## src/sv/salct_pkg.sv

```systemverilog
// ----------------------------------------------------------------------------
// salct_pkg
// Shared types and constants of the set-associative cache tag engine.
// ----------------------------------------------------------------------------
package salct_pkg;

    localparam int SET_BITS_CAP = 8;
    localparam int CFG_IDX_W    = 2;
    localparam int CFG_DATA_W   = 4;
    localparam int WAYS_W       = 5;
    localparam int SFLD_W       = 8;
    localparam int TAG_W        = 32;
    localparam int STAMP_W      = 64;
    localparam int CNT_W        = 32;
    localparam int ADDR_W       = 32;

    localparam logic [CFG_IDX_W-1:0] CFG_SET_BITS    = 2'd0;
    localparam logic [CFG_IDX_W-1:0] CFG_OFFSET_BITS = 2'd1;
    localparam logic [CFG_IDX_W-1:0] CFG_WAYS        = 2'd2;

    typedef struct packed {
        logic              is_write;
        logic [TAG_W-1:0]  tag;
        logic [SFLD_W-1:0] set_field;
        logic [2:0]        ob;
        logic [3:0]        sb;
        logic [WAYS_W-1:0] ways;
        logic [ADDR_W-1:0] fill_addr;
    } t_item;

    typedef struct packed {
        logic [TAG_W-1:0]   tag;
        logic               valid;
        logic               dirty;
        logic [STAMP_W-1:0] stamp;
    } t_line;

    localparam int LINE_W = $bits(t_line);

    typedef struct packed {
        logic              hit;
        logic [2:0]        way;
        logic              fill_needed;
        logic [ADDR_W-1:0] fill_addr;
        logic              wb_needed;
        logic [ADDR_W-1:0] wb_addr;
        logic [CNT_W-1:0]  miss_total;
        logic [CNT_W-1:0]  dirty_total;
    } t_result;

    typedef enum logic [1:0] {
        S_IDLE,
        S_LOOK,
        S_MIN
    } t_bstate;

endpackage

```

## src/sv/salct_front.sv

```systemverilog
// ----------------------------------------------------------------------------
// salct_front
// Configuration registers and access decode into tag, set field and fill line.
// ----------------------------------------------------------------------------
module salct_front #(
    parameter int MAX_WAYS   = 8,
    parameter int ADDR_WIDTH = 32
) (
    input  logic                                i_clk,
    input  logic                                i_rst_n,
    input  logic                                i_cfg_we,
    input  logic [salct_pkg::CFG_IDX_W-1:0]     i_cfg_idx,
    input  logic [salct_pkg::CFG_DATA_W-1:0]    i_cfg_data,
    input  logic                                i_func,
    input  logic [salct_pkg::ADDR_W-1:0]        i_word_address,
    output salct_pkg::t_item                    o_item
);
    import salct_pkg::*;

    localparam logic [ADDR_W-1:0] AMASK = (ADDR_WIDTH >= ADDR_W) ? '1 :
        ADDR_W'((64'd1 << ADDR_WIDTH) - 64'd1);

    logic [3:0]        r_sb;
    logic [2:0]        r_ob;
    logic [3:0]        r_ways;
    logic [3:0]        sb_eff;
    logic [WAYS_W-1:0] ways_eff;
    logic [ADDR_W-1:0] addr;
    logic [4:0]        shamt;

    always_ff @(posedge i_clk) begin
        if (!i_rst_n) begin
            r_sb   <= '0;
            r_ob   <= '0;
            r_ways <= 4'd1;
        end else if (i_cfg_we) begin
            case (i_cfg_idx)
                CFG_SET_BITS:    r_sb   <= i_cfg_data;
                CFG_OFFSET_BITS: r_ob   <= i_cfg_data[2:0];
                CFG_WAYS:        r_ways <= i_cfg_data;
                default: ;
            endcase
        end
    end

    always_comb begin
        sb_eff = (r_sb > 4'(SET_BITS_CAP)) ? 4'(SET_BITS_CAP) : r_sb;
        if (r_ways == '0) begin
            ways_eff = WAYS_W'(1);
        end else if (WAYS_W'(r_ways) > WAYS_W'(MAX_WAYS)) begin
            ways_eff = WAYS_W'(MAX_WAYS);
        end else begin
            ways_eff = WAYS_W'(r_ways);
        end
        addr  = i_word_address & AMASK;
        shamt = 5'(r_ob) + 5'(sb_eff);
        o_item.is_write  = i_func;
        o_item.tag       = addr >> shamt;
        o_item.set_field = SFLD_W'((addr >> r_ob) & ((32'd1 << sb_eff) - 32'd1));
        o_item.ob        = r_ob;
        o_item.sb        = sb_eff;
        o_item.ways      = ways_eff;
        o_item.fill_addr = addr & ~((32'd1 << r_ob) - 32'd1);
    end
endmodule

```

## config.mk

```make
export PLATFORM = sky130hd
export DESIGN_NAME = salct_front
export DESIGN_NICKNAME = d
export VERILOG_FILES = /design/src/sv/salct_pkg.sv /design/src/sv/salct_front.sv
export SDC_FILE = /design/constraint.sdc
export NUM_CORES = 1
export LEC_CHECK = 0
export BUFFER_PORTS_ARGS = -buffer_cell sky130_fd_sc_hd__buf_4
export CAP_MARGIN = 10
export CELL_PAD_IN_SITES_DETAIL_PLACEMENT = 2
export CELL_PAD_IN_SITES_GLOBAL_PLACEMENT = 2
export CORE_MARGIN = 3
export CORE_UTILIZATION = 31
export CTS_CLUSTER_DIAMETER = 200
export DETAILED_ROUTE_END_ITERATION = 7
export GPL_TIMING_DRIVEN = 1
export HOLD_SLACK_MARGIN = 0.06
export MAX_ROUTING_LAYER = met4
export PLACE_DENSITY = 0.95
export SLEW_MARGIN = 25
export SYNTH_ARGS = -nofsm -noshare
export SYNTH_HDL_FRONTEND = slang
export SYNTH_SLANG_ARGS = --single-unit
export TNS_END_PERCENT = 1
```

## constraint.sdc

```tcl
create_clock -name i_clk -period 8 [get_ports i_clk]
set_input_delay 0.4 -clock i_clk [delete_from_list [all_inputs] [get_ports i_clk]]
set_output_delay 0.4 -clock i_clk [all_outputs]
set_load 0.005 [all_outputs]
```

==> results of run 1 <==
-- synth_stat cells, types with 7 or more instances --
cell type / count
sky130_fd_sc_hd__inv_1: 7
sky130_fd_sc_hd__mux2i_1: 36
sky130_fd_sc_hd__nor2_1: 28
sky130_fd_sc_hd__nand2_1: 42
sky130_fd_sc_hd__mux4_2: 35
sky130_fd_sc_hd__nor2b_1: 33
sky130_fd_sc_hd__o21ai_0: 7
sky130_fd_sc_hd__o21ai_1: 7
sky130_fd_sc_hd__a21oi_1: 15
sky130_fd_sc_hd__nand3_1: 11
sky130_fd_sc_hd__buf_2: 12
sky130_fd_sc_hd__dfxtp_1: 11
sky130_fd_sc_hd__clkbuf_1: 19
-- how the worst max path moves through the flow --
stage                         startpoint    endpoint  slack, ns  depth (start not counted)
floorplan           r_sb[3]$_SDFFE_PN0P_  o_item[58]       5.02                         11
global placement    r_sb[3]$_SDFFE_PN0P_  o_item[56]       4.36                          8
detailed placement  r_sb[3]$_SDFFE_PN0P_  o_item[58]       4.08                          8
CTS                 r_sb[3]$_SDFFE_PN0P_  o_item[58]       3.82                          8
global route        r_sb[3]$_SDFFE_PN0P_  o_item[83]       3.71                          8
finish              r_sb[3]$_SDFFE_PN0P_  o_item[83]       3.92                          8
-- power groups by stage --
stage	logic, mW	registers (mW)	clock network (mW)
final	0.308	0.0597	0.0565
after global routing	0.331	0.0600	0.0610
after CTS	0.306	0.0596	0.0585
after detailed placement	0.305	0.0608	0
after global placement	0.288	0.0603	0
after floorplan	0.170	0.0599	0
-- sequential cells by signal, summed over array words and instances (netlist names) --
register / count
r_ob: 3
r_sb: 4
r_ways: 4
-- logic make-up (layout without fill, tap and decap cells) --
| group | after synthesis | count (layout) | synth area share [%] |
|---|---|---|---|
| AO/OA/AOI/OAI | 76 | 76 | 17.5 |
| buffers and inverters | 51 | 139 | 8.56 |
| XOR/XNOR | 5 | 5 | 1.76 |
| multiplexers | 80 | 80 | 38.6 |
| AND/OR/NAND/NOR | 151 | 151 | 24.1 |
| flip-flops | 11 | 11 | 6.58 |
| adder cells (fa/ha/maj) | 7 | 7 | 2.84 |
| other | 1 | 1 | 0.112 |
-- worst register-to-register path, cell delays in order, from the launching register on --
cell and delay [ns]:
sky130_fd_sc_hd__dfxtp_1 0.71, sky130_fd_sc_hd__inv_1 0.32, sky130_fd_sc_hd__nor2_1 0.18, sky130_fd_sc_hd__a21oi_1 0.05, sky130_fd_sc_hd__nor2b_1 0.11
-- through the flow --
stage,hold WS (ns),setup WS (ns),cells
floorplan,0.445,5.02,382
global placement,0.459,4.36,602
detailed placement,0.566,4.08,602
CTS,0.426,3.82,606
global route,0.438,3.71,606
finish,0.419,3.92,606
-- layout make-up --
type                            instances  share of cell area [%]
Clock buffer                            3                   0.963
Clock inverter                          1                   0.117
Sequential cell                        11                    5.14
Tap cell                              136                    3.97
Timing Repair Buffer                  128                    22.4
Inverter                                7                   0.613
Multi-Input combinational cell        320                    66.8
-- routing by layer --
layer  vias to the layer above  routed length [um]
li1                       1603                   -
met1                      1849                5820
met2                       149                7930
met3                        36                 878
met4                         0                 434
met5                         -                   0
-- cells in the final DEF (no fill, tap or decap), types with 5 or more instances in the layout --
master / instances
sky130_fd_sc_hd__nand2_1: 42
sky130_fd_sc_hd__mux2_2: 6
sky130_fd_sc_hd__o211ai_1: 5
sky130_fd_sc_hd__nor3_1: 5
sky130_fd_sc_hd__o21ai_0: 7
sky130_fd_sc_hd__nand3_1: 11
sky130_fd_sc_hd__mux4_2: 35
sky130_fd_sc_hd__dfxtp_1: 11
sky130_fd_sc_hd__a21oi_1: 15
sky130_fd_sc_hd__a211oi_1: 6
sky130_fd_sc_hd__o21ai_1: 7
sky130_fd_sc_hd__nor2b_1: 33
sky130_fd_sc_hd__inv_1: 7
sky130_fd_sc_hd__nor2_1: 28
sky130_fd_sc_hd__ha_1: 5
sky130_fd_sc_hd__mux2i_1: 36
sky130_fd_sc_hd__and2_1: 6
sky130_fd_sc_hd__buf_4: 128
==> flow_summary.html, run 1 <==
<table>
<tr><th>Metric</th><th>Value</th></tr>
<tr><th colspan="2">Worst setup path</th></tr>
<tr><td>CP Class</td><td>flip-flop to output port</td></tr>
<tr><td>Crit-path cells</td><td>nor2b_1 -&gt; ha_4 -&gt; fa_1 -&gt; a21o_1 -&gt; nand2_1 -&gt; nand2_1 -&gt; nor3b_1 -&gt; buf_4</td></tr>
<tr><td>R2R Setup Slk</td><td>6.56 ns</td></tr>
<tr><td>Required @ worst endpoint</td><td>7.60 ns</td></tr>
<tr><td>Number of buffers and inverters on the critical path</td><td>1</td></tr>
<tr><td>Crit. End Element</td><td>output port</td></tr>
<tr><td>WP data arrival</td><td>3.68 ns</td></tr>
<tr><td>CP Launch Type</td><td>flip-flop</td></tr>
<tr><td>CP peak stage delay</td><td>0.71 ns</td></tr>
<tr><td>Standard cell with the maximum stage delay on the critical path</td><td>sky130_fd_sc_hd__dfxtp_1</td></tr>
<tr><td>Highest fanout seen on the critical path</td><td>25</td></tr>
<tr><td>Source of the worst register-to-register timing path</td><td>r_sb[3]$_SDFFE_PN0P_</td></tr>
<tr><td>Critical path's top delay family</td><td>simple AND/OR/NAND/NOR gates</td></tr>
<tr><td>Number of cell instances on the worst register-to-register path</td><td>4</td></tr>
<tr><td>Most common cell type on the critical path</td><td>sky130_fd_sc_hd__nand2_1</td></tr>
<tr><td>Capturing point of the worst reg2reg path</td><td>r_sb[3]$_SDFFE_PN0P_</td></tr>
<tr><th colspan="2">Timing</th></tr>
<tr><td>Final hold violations</td><td>0</td></tr>
<tr><td>Relative slew slack</td><td>34.3%</td></tr>
<tr><td>Min Tclk post-route</td><td>4.08 ns</td></tr>
<tr><td>Worst Tran Pin Value</td><td>0.986 ns</td></tr>
<tr><td>Share of the cycle needed by the critical path after routing</td><td>50.9%</td></tr>
<tr><td>Total of endpoints with negative setup slack in the final report</td><td>0</td></tr>
<tr><td>Top achievable clock speed</td><td>245 MHz</td></tr>
<tr><td>Fin Clk Skew</td><td>0 ns</td></tr>
<tr><td>Max-slew violation count</td><td>0</td></tr>
<tr><td>Setup repair after global routing missed its margin</td><td>false</td></tr>
<tr><td>TNS Setup</td><td>0 ns</td></tr>
<tr><th colspan="2">CTS</th></tr>
<tr><td>CTS tree</td><td>built</td></tr>
<tr><td>Number of H-tree levels</td><td>1</td></tr>
<tr><td>Clock insertion delay at the later pin of the skew report</td><td>0.24 ns</td></tr>
<tr><td>Clk root buf</td><td>sky130_fd_sc_hd__clkbuf_8</td></tr>
<tr><td>CTS Hold Bufs</td><td>0</td></tr>
<tr><td>Clock tree buffer depth</td><td>2</td></tr>
<tr><td>Clock-pin slew of the registers on the worst-case setup and hold paths</td><td>0.05 ns</td></tr>
<tr><td># Post-CTS Setup Buffers</td><td>0</td></tr>
<tr><td>Clock buffer count from CTS</td><td>3</td></tr>
<tr><td>Number of sinks driven by the clock tree</td><td>11</td></tr>
<tr><td>Resized Gates After CTS</td><td>0</td></tr>
<tr><th colspan="2">GRT</th></tr>
<tr><td>GR met1 Demand/Resource</td><td>29.5%</td></tr>
<tr><td>Initial antenna violation count</td><td>0</td></tr>
<tr><td>Met2 global-route usage</td><td>43.9%</td></tr>
<tr><td>Most Crowded Layer GR</td><td>met2</td></tr>
<tr><td>Wire length of the first global-routing pass</td><td>22900 um</td></tr>
<tr><td>Maximum number of pins on one net before global-route repair</td><td>36</td></tr>
<tr><td>Overall Global Routing Usage</td><td>25.1%</td></tr>
<tr><td>Global Route met3 Usage</td><td>3.11%</td></tr>
<tr><td>Overflow after GRT</td><td>0</td></tr>
<tr><td>Via count of the first global-routing pass</td><td>3913</td></tr>
<tr><th colspan="2">Pwr</th></tr>
<tr><td>Power consumption</td><td>0.424 mW</td></tr>
<tr><td>NetSw</td><td>0.182 mW</td></tr>
<tr><td>Relative contribution of the clock network to total power</td><td>13.3%</td></tr>
<tr><td>Leakage power figure</td><td>1.78 nW</td></tr>
<tr><td>Internal power summed over all cells</td><td>0.241 mW</td></tr>
<tr><td>Peak supply drop</td><td>78.9 uV</td></tr>
<tr><td>Pwr Density</td><td>98.8 nW/um2</td></tr>
<tr><td>Sw frac</td><td>43.0%</td></tr>
<tr><td>Combinational cell fraction of total power</td><td>72.6%</td></tr>
<tr><td>Reg power frac</td><td>14.1%</td></tr>
<tr><th colspan="2">Floorplan</th></tr>
<tr><td>Die Width</td><td>110 um</td></tr>
<tr><td>Height of the chip</td><td>110 um</td></tr>
<tr><td>Total I/O pin count</td><td>127</td></tr>
<tr><td>Overall die area</td><td>12100 um2</td></tr>
<tr><td>CORE AREA</td><td>10400 um2</td></tr>
<tr><td>Starting Density</td><td>32.1%</td></tr>
<tr><td>Placement row count</td><td>37</td></tr>
<tr><th colspan="2">Worst hold path</th></tr>
<tr><td>Worst hold path type</td><td>input pin to flip-flop</td></tr>
<tr><td>Worst Hold Launch</td><td>i_rst_n</td></tr>
<tr><td>Worst Hold Endpoint</td><td>r_ways[0]$_SDFFE_PN1P_</td></tr>
<tr><td>Cell depth of the worst hold path</td><td>2</td></tr>
<tr><th colspan="2">Yosys</th></tr>
<tr><td>Number of distinct library cell variants in the gate-level netlist after synthesis</td><td>69</td></tr>
<tr><td>Synth Warn #</td><td>0</td></tr>
<tr><td>Syn avg cell area</td><td>8.76 um2</td></tr>
<tr><td>Post-synthesis instance total</td><td>382</td></tr>
<tr><td>Cell types with the largest area share after synthesis</td><td>sky130_fd_sc_hd__mux4_2, sky130_fd_sc_hd__mux2i_1, sky130_fd_sc_hd__dfxtp_1, sky130_fd_sc_hd__nor2b_1, sky130_fd_sc_hd__nand2_1</td></tr>
<tr><td>Synth Register Bits</td><td>11</td></tr>
<tr><td>Area of the mapped netlist</td><td>3350 um2</td></tr>
<tr><td>Portion of the post-synthesis area used by sequential elements</td><td>6.58%</td></tr>
<tr><td>Main synth FF type</td><td>sky130_fd_sc_hd__dfxtp_1</td></tr>
<tr><td>Cell type with the largest total area after synthesis</td><td>sky130_fd_sc_hd__mux4_2</td></tr>
<tr><td>Area share of the largest cell type after synthesis</td><td>23.6%</td></tr>
<tr><td>Post-synth EDFFs</td><td>0</td></tr>
<tr><td>Share of flip-flops with an asynchronous set or reset</td><td>0%</td></tr>
<tr><td>Net count after synthesis</td><td>431</td></tr>
<tr><th colspan="2">Placement</th></tr>
<tr><td>IO buf count</td><td>123</td></tr>
<tr><td>Detail Placement HPWL</td><td>12100 um</td></tr>
<tr><td>Placed instance area</td><td>4220 um2</td></tr>
<tr><td>Routability congestion estimate</td><td>0.899</td></tr>
<tr><th colspan="2">Finish</th></tr>
<tr><td>Layout Nets</td><td>520</td></tr>
<tr><td>Area of all placed cells without fillers</td><td>4290 um2</td></tr>
<tr><td>Area growth from synthesis to layout</td><td>28.1%</td></tr>
<tr><td>Diodes inserted</td><td>0</td></tr>
<tr><td>End-of-flow core utilization</td><td>41.2%</td></tr>
<tr><td>Filler cell count</td><td>1184</td></tr>
<tr><td>Area used by multi-input combinational logic</td><td>2860 um2</td></tr>
<tr><td>Proportion of layout cells with a drive suffix above 1</td><td>42.8%</td></tr>
<tr><td>Footprint of the flip-flops and latches</td><td>220 um2</td></tr>
<tr><th colspan="2">Detailed routing</th></tr>
<tr><td>Initial DRT Pass Iterations</td><td>4</td></tr>
<tr><td>Antenna-violating nets left</td><td>0</td></tr>
<tr><td>Drt drc</td><td>0</td></tr>
<tr><td>Routed wire length per instance</td><td>24.9 um</td></tr>
<tr><td>Total number of vias</td><td>3637</td></tr>
<tr><td>Via-per-instance ratio</td><td>6.00</td></tr>
<tr><td>Total Wirelength</td><td>15100 um</td></tr>
<tr><td>Starting DRT DRC Count</td><td>232</td></tr>
<tr><th colspan="2">Run</th></tr>
<tr><td>Reported max-cap violation count</td><td>0</td></tr>
<tr><th colspan="2">Outcome</th></tr>
<tr><td>Status</td><td>finished clean</td></tr>
</table>
No activity file was read; power rests on OpenSTA's default activity.
==> run 2, diff against run 1 <==
--- a/config.mk
+++ b/config.mk
@@ -5,18 +5,19 @@
 export SDC_FILE = /design/constraint.sdc
 export NUM_CORES = 1
 export LEC_CHECK = 0
+export ABC_AREA = 1
 export BUFFER_PORTS_ARGS = -buffer_cell sky130_fd_sc_hd__buf_4
 export CAP_MARGIN = 10
 export CELL_PAD_IN_SITES_DETAIL_PLACEMENT = 2
 export CELL_PAD_IN_SITES_GLOBAL_PLACEMENT = 2
 export CORE_MARGIN = 3
-export CORE_UTILIZATION = 31
+export CORE_UTILIZATION = 20
 export CTS_CLUSTER_DIAMETER = 200
 export DETAILED_ROUTE_END_ITERATION = 7
 export GPL_TIMING_DRIVEN = 1
 export HOLD_SLACK_MARGIN = 0.06
 export MAX_ROUTING_LAYER = met4
-export PLACE_DENSITY = 0.95
+export PLACE_DENSITY = 0.85
 export SLEW_MARGIN = 25
 export SYNTH_ARGS = -nofsm -noshare
 export SYNTH_HDL_FRONTEND = slang
==> constraint.sdc (replaced) <==
create_clock -name i_clk -period 3.5 [get_ports i_clk]
set_input_delay 0.175 -clock i_clk [delete_from_list [all_inputs] [get_ports i_clk]]
set_output_delay 0.175 -clock i_clk [all_outputs]
set_load 0.005 [all_outputs]
==> run 2 against run 1 <==
Compared with the run above: register-to-register slack worse by 4.2 ns; sequential share of layout area is 0.27 points higher; die area is 38% higher; combinational power grew to 3.0 times the previous value; sequential cell count stayed put; critical path type unchanged; largest power group unchanged.
==> flow_summary.html, run 2 <==
<table>
<tr><th>Metric</th><th>Value</th></tr>
<tr><th colspan="2">Worst setup path</th></tr>
<tr><td>CP Class</td><td>flip-flop to output port</td></tr>
<tr><td>R2R Setup Slk</td><td>2.35 ns</td></tr>
<tr><td>CP peak stage delay</td><td>0.44 ns</td></tr>
<tr><td>Crit-path cells</td><td>inv_1 -&gt; nand2_1 -&gt; a21boi_0 -&gt; ha_1 -&gt; fa_1 -&gt; nand2_2 -&gt; nand2_4 -&gt; inv_2 -&gt; nand3_1 -&gt; nand3_1 -&gt; nand3_1 -&gt; nand2_1 -&gt; buf_4</td></tr>
<tr><td>Source of the worst register-to-register timing path</td><td>r_ob[1]$_SDFFE_PN0P_</td></tr>
<tr><td>CP Launch Type</td><td>flip-flop</td></tr>
<tr><td>Capturing point of the worst reg2reg path</td><td>r_ob[1]$_SDFFE_PN0P_</td></tr>
<tr><td>Standard cell with the maximum stage delay on the critical path</td><td>sky130_fd_sc_hd__fa_1</td></tr>
<tr><td>Highest fanout seen on the critical path</td><td>31</td></tr>
<tr><td>Levels on crit path</td><td>13</td></tr>
<tr><td>Most common cell type on the critical path</td><td>sky130_fd_sc_hd__nand3_1</td></tr>
<tr><td>Crit. End Element</td><td>output port</td></tr>
<tr><td>WP data arrival</td><td>2.96 ns</td></tr>
<tr><td>Number of buffers and inverters on the critical path</td><td>3</td></tr>
<tr><td>Critical path's top delay family</td><td>simple AND/OR/NAND/NOR gates</td></tr>
<tr><td>Number of cell instances on the worst register-to-register path</td><td>3</td></tr>
<tr><td>Required @ worst endpoint</td><td>3.32 ns</td></tr>
<tr><th colspan="2">CTS</th></tr>
<tr><td>CTS tree</td><td>built</td></tr>
<tr><td>Clock-pin slew of the registers on the worst-case setup and hold paths</td><td>0.04 ns</td></tr>
<tr><td>Number of sinks driven by the clock tree</td><td>11</td></tr>
<tr><td>Number of H-tree levels</td><td>1</td></tr>
<tr><td># Post-CTS Setup Buffers</td><td>0</td></tr>
<tr><td>Clock insertion delay at the later pin of the skew report</td><td>0.24 ns</td></tr>
<tr><td>CTS Hold Bufs</td><td>0</td></tr>
<tr><td>Resized Gates After CTS</td><td>0</td></tr>
<tr><td>Clock buffer count from CTS</td><td>3</td></tr>
<tr><td>Clk root buf</td><td>sky130_fd_sc_hd__clkbuf_16</td></tr>
<tr><td>Clock tree buffer depth</td><td>2</td></tr>
<tr><th colspan="2">Worst hold path</th></tr>
<tr><td>Worst hold path type</td><td>input pin to flip-flop</td></tr>
<tr><td>Worst Hold Launch</td><td>i_rst_n</td></tr>
<tr><td>Worst Hold Endpoint</td><td>r_ways[0]$_SDFFE_PN1P_</td></tr>
<tr><td>Cell depth of the worst hold path</td><td>2</td></tr>
<tr><th colspan="2">Pwr</th></tr>
<tr><td>Peak supply drop</td><td>179 uV</td></tr>
<tr><td>Leakage power figure</td><td>2.12 nW</td></tr>
<tr><td>Pwr Density</td><td>316 nW/um2</td></tr>
<tr><th colspan="2">Yosys</th></tr>
<tr><td>Number of distinct library cell variants in the gate-level netlist after synthesis</td><td>32</td></tr>
<tr><td>Net count after synthesis</td><td>661</td></tr>
<tr><td>Post-synthesis adder-cell area fraction</td><td>3.13%</td></tr>
<tr><td>Top cell types by occurrence after synthesis</td><td>sky130_fd_sc_hd__nand3_1, sky130_fd_sc_hd__nand2_1, sky130_fd_sc_hd__nor2_1, sky130_fd_sc_hd__inv_1, sky130_fd_sc_hd__o21ai_0</td></tr>
<tr><td>Synth Register Bits</td><td>11</td></tr>
<tr><td>Share of flip-flops with an asynchronous set or reset</td><td>0%</td></tr>
<tr><td>Portion of the post-synthesis area used by sequential elements</td><td>7.24%</td></tr>
<tr><td>Library cell with the highest instance count after synthesis</td><td>sky130_fd_sc_hd__nand3_1</td></tr>
<tr><td>Area of the mapped netlist</td><td>3040 um2</td></tr>
<tr><td>Post-synthesis instance total</td><td>612</td></tr>
<tr><td>Post-synth EDFFs</td><td>0</td></tr>
<tr><td>Mux contribution to synthesized area</td><td>0%</td></tr>
<tr><td>Area fraction in and, or, nand and nor cells after synthesis</td><td>62.8%</td></tr>
<tr><td>Cell types with the largest area share after synthesis</td><td>sky130_fd_sc_hd__nand3_1, sky130_fd_sc_hd__nand2_1, sky130_fd_sc_hd__nor2_1, sky130_fd_sc_hd__dfxtp_1, sky130_fd_sc_hd__inv_1</td></tr>
<tr><td>Cell type with the largest total area after synthesis</td><td>sky130_fd_sc_hd__nand3_1</td></tr>
<tr><td>Main synth FF type</td><td>sky130_fd_sc_hd__dfxtp_1</td></tr>
<tr><td>Area share of the largest cell type after synthesis</td><td>32.9%</td></tr>
<tr><td>Synth Warn #</td><td>0</td></tr>
<tr><td>Syn avg cell area</td><td>4.97 um2</td></tr>
<tr><td>Largest family of logic cells by synthesized area</td><td>simple AND/OR/NAND/NOR gates</td></tr>
<tr><td>Fraction of synthesized cell area in xor and xnor cells</td><td>0.288%</td></tr>
<tr><td>Post-synthesis compound-gate area fraction</td><td>11.0%</td></tr>
<tr><th colspan="2">Timing</th></tr>
<tr><td>Min Tclk post-route</td><td>3.14 ns</td></tr>
<tr><td>TNS Setup</td><td>0 ns</td></tr>
<tr><td>Total of endpoints with negative setup slack in the final report</td><td>0</td></tr>
<tr><td>Fin Clk Skew</td><td>0 ns</td></tr>
<tr><td>Worst Tran Pin Value</td><td>0.700 ns</td></tr>
<tr><td>Top achievable clock speed</td><td>319 MHz</td></tr>
<tr><td>Final hold violations</td><td>0</td></tr>
<tr><td>Relative slew slack</td><td>53.2%</td></tr>
<tr><td>Share of the cycle needed by the critical path after routing</td><td>89.6%</td></tr>
<tr><td>Setup repair after global routing missed its margin</td><td>false</td></tr>
<tr><td>Max-slew violation count</td><td>0</td></tr>
<tr><td>Worst hold slack</td><td>0.200 ns</td></tr>
<tr><th colspan="2">Floorplan</th></tr>
<tr><td>CORE AREA</td><td>14700 um2</td></tr>
<tr><td>Overall die area</td><td>16700 um2</td></tr>
<tr><td>Height of the chip</td><td>129 um</td></tr>
<tr><td>Total I/O pin count</td><td>127</td></tr>
<tr><td>Starting Density</td><td>20.7%</td></tr>
<tr><td>Placement row count</td><td>44</td></tr>
<tr><td>Die Width</td><td>129 um</td></tr>
<tr><th colspan="2">Placement</th></tr>
<tr><td>Placed instance area</td><td>4000 um2</td></tr>
<tr><td>IO buf count</td><td>123</td></tr>
<tr><td>Detail Placement HPWL</td><td>12300 um</td></tr>
<tr><td>Dpl cells</td><td>879</td></tr>
<tr><td>Routability congestion estimate</td><td>0.938</td></tr>
<tr><th colspan="2">GRT</th></tr>
<tr><td>Maximum number of pins on one net before global-route repair</td><td>36</td></tr>
<tr><td>Wire length of the first global-routing pass</td><td>25300 um</td></tr>
<tr><td>Overflow after GRT</td><td>0</td></tr>
<tr><td>Overall Global Routing Usage</td><td>18.8%</td></tr>
<tr><td>Via count of the first global-routing pass</td><td>4741</td></tr>
<tr><td>Initial antenna violation count</td><td>0</td></tr>
<tr><th colspan="2">Finish</th></tr>
<tr><td>Most common cell after layout, fill and taps aside</td><td>sky130_fd_sc_hd__nand3_1</td></tr>
<tr><td>Post-Layout Cell Count</td><td>883</td></tr>
<tr><td>Biggest regs</td><td>r_sb x4, r_ways x4, r_ob x3</td></tr>
<tr><td>Area growth from synthesis to layout</td><td>34.0%</td></tr>
<tr><td>Proportion of layout cells with a drive suffix above 1</td><td>21.0%</td></tr>
<tr><td>Diodes inserted</td><td>0</td></tr>
<tr><td>End-of-flow core utilization</td><td>27.7%</td></tr>
<tr><td>Layout Nets</td><td>749</td></tr>
<tr><td>Highest-count cells in the layout ignoring fill and taps</td><td>sky130_fd_sc_hd__nand3_1, sky130_fd_sc_hd__nand2_1, sky130_fd_sc_hd__buf_4, sky130_fd_sc_hd__nor2_1, sky130_fd_sc_hd__inv_1</td></tr>
<tr><td>Area of all placed cells without fillers</td><td>4080 um2</td></tr>
<tr><th colspan="2">Detailed routing</th></tr>
<tr><td>Starting DRT DRC Count</td><td>237</td></tr>
<tr><td>Total number of vias</td><td>4470</td></tr>
<tr><td>Highest routed layer</td><td>met4</td></tr>
<tr><td>Routed wire length per instance</td><td>17.3 um</td></tr>
<tr><td>Initial DRT Pass Iterations</td><td>4</td></tr>
<tr><td>Via-per-instance ratio</td><td>5.06</td></tr>
<tr><td>Drt drc</td><td>0</td></tr>
<tr><td>WL met2</td><td>7600 um</td></tr>
<tr><td>Total Wirelength</td><td>15300 um</td></tr>
<tr><td>Antenna-violating nets left</td><td>0</td></tr>
<tr><td>Met1 wire length</td><td>6880 um</td></tr>
<tr><td>Length of routed met3 wiring</td><td>656 um</td></tr>
<tr><th colspan="2">Run</th></tr>
<tr><td>Reported max-cap violation count</td><td>0</td></tr>
<tr><th colspan="2">Outcome</th></tr>
<tr><td>Status</td><td>finished clean</td></tr>
</table>
## run 2: changes by cell type in the layout (fill, tap and decap cells not counted), sizes merged, moves of 7 or more
cell	change
o21ai	+16
nor3	+7
nand2	+109
inv	+45
nor2b	-33
mux4	-37
nand3	+188
nor2	+30
mux2i	-37
## run 2: kinds of logic (layout without fill, tap and decap cells)
| logic type | after synthesis | after routing |
|---|---|---|
| other cells | 1 | 1 |
| compound gates | 60 | 60 |
| xor+xnor | 1 | 1 |
| buf+inv | 102 | 189 |
| flops | 11 | 11 |
| fa+ha+maj | 7 | 7 |
| simple gates | 430 | 430 |
## run 2: area by class of cell
class	instances	area [um2]
well taps	184	230
flip-flops and latches	11	220
repair buffers	133	998
fillers	1903	10600
inverters	52	198
clock buffers	4	78.8
multi-input cells	499	2350
## run 2: per-stage QoR
step	total power [mW]	setup slack, ns
after floorplan	0.659	1.14
after global placement	1.06	0.601
after detailed placement	1.08	0.510
after CTS	1.30	0.242
after global routing	1.42	0.0808
final	1.29	0.365
## run 2: worst max path at each step
stage               slack (ns)                  from    endpoint
global placement          0.60  r_sb[0]$_SDFFE_PN0P_  o_item[63]
global route              0.08  r_sb[0]$_SDFFE_PN0P_  o_item[72]
CTS                       0.24  r_sb[0]$_SDFFE_PN0P_  o_item[59]
floorplan                 1.14  r_sb[0]$_SDFFE_PN0P_  o_item[56]
detailed placement        0.51  r_sb[0]$_SDFFE_PN0P_  o_item[59]
finish                    0.36  r_sb[2]$_SDFFE_PN0P_  o_item[65]
## run 2: power by group
part | internal (mW) | switching [mW] | total, mW | leakage (nW)
clock | 0.153 | 0.0586 | 0.212 | 0.0382
combinational | 0.384 | 0.552 | 0.936 | 1.99
sequential | 0.132 | 0.00709 | 0.140 | 0.0901
total | 0.669 | 0.618 | 1.29 | 2.12
## run 2: per-layer routing
| metal | vias to the layer above | GRT usage [%] |
|---|---|---|
| met5 | - | - |
| met4 | 0 | 2.22 |
| met3 | 12 | 0.907 |
| met2 | 116 | 33.4 |
| met1 | 2135 | 24.4 |
| li1 | 2207 | - |
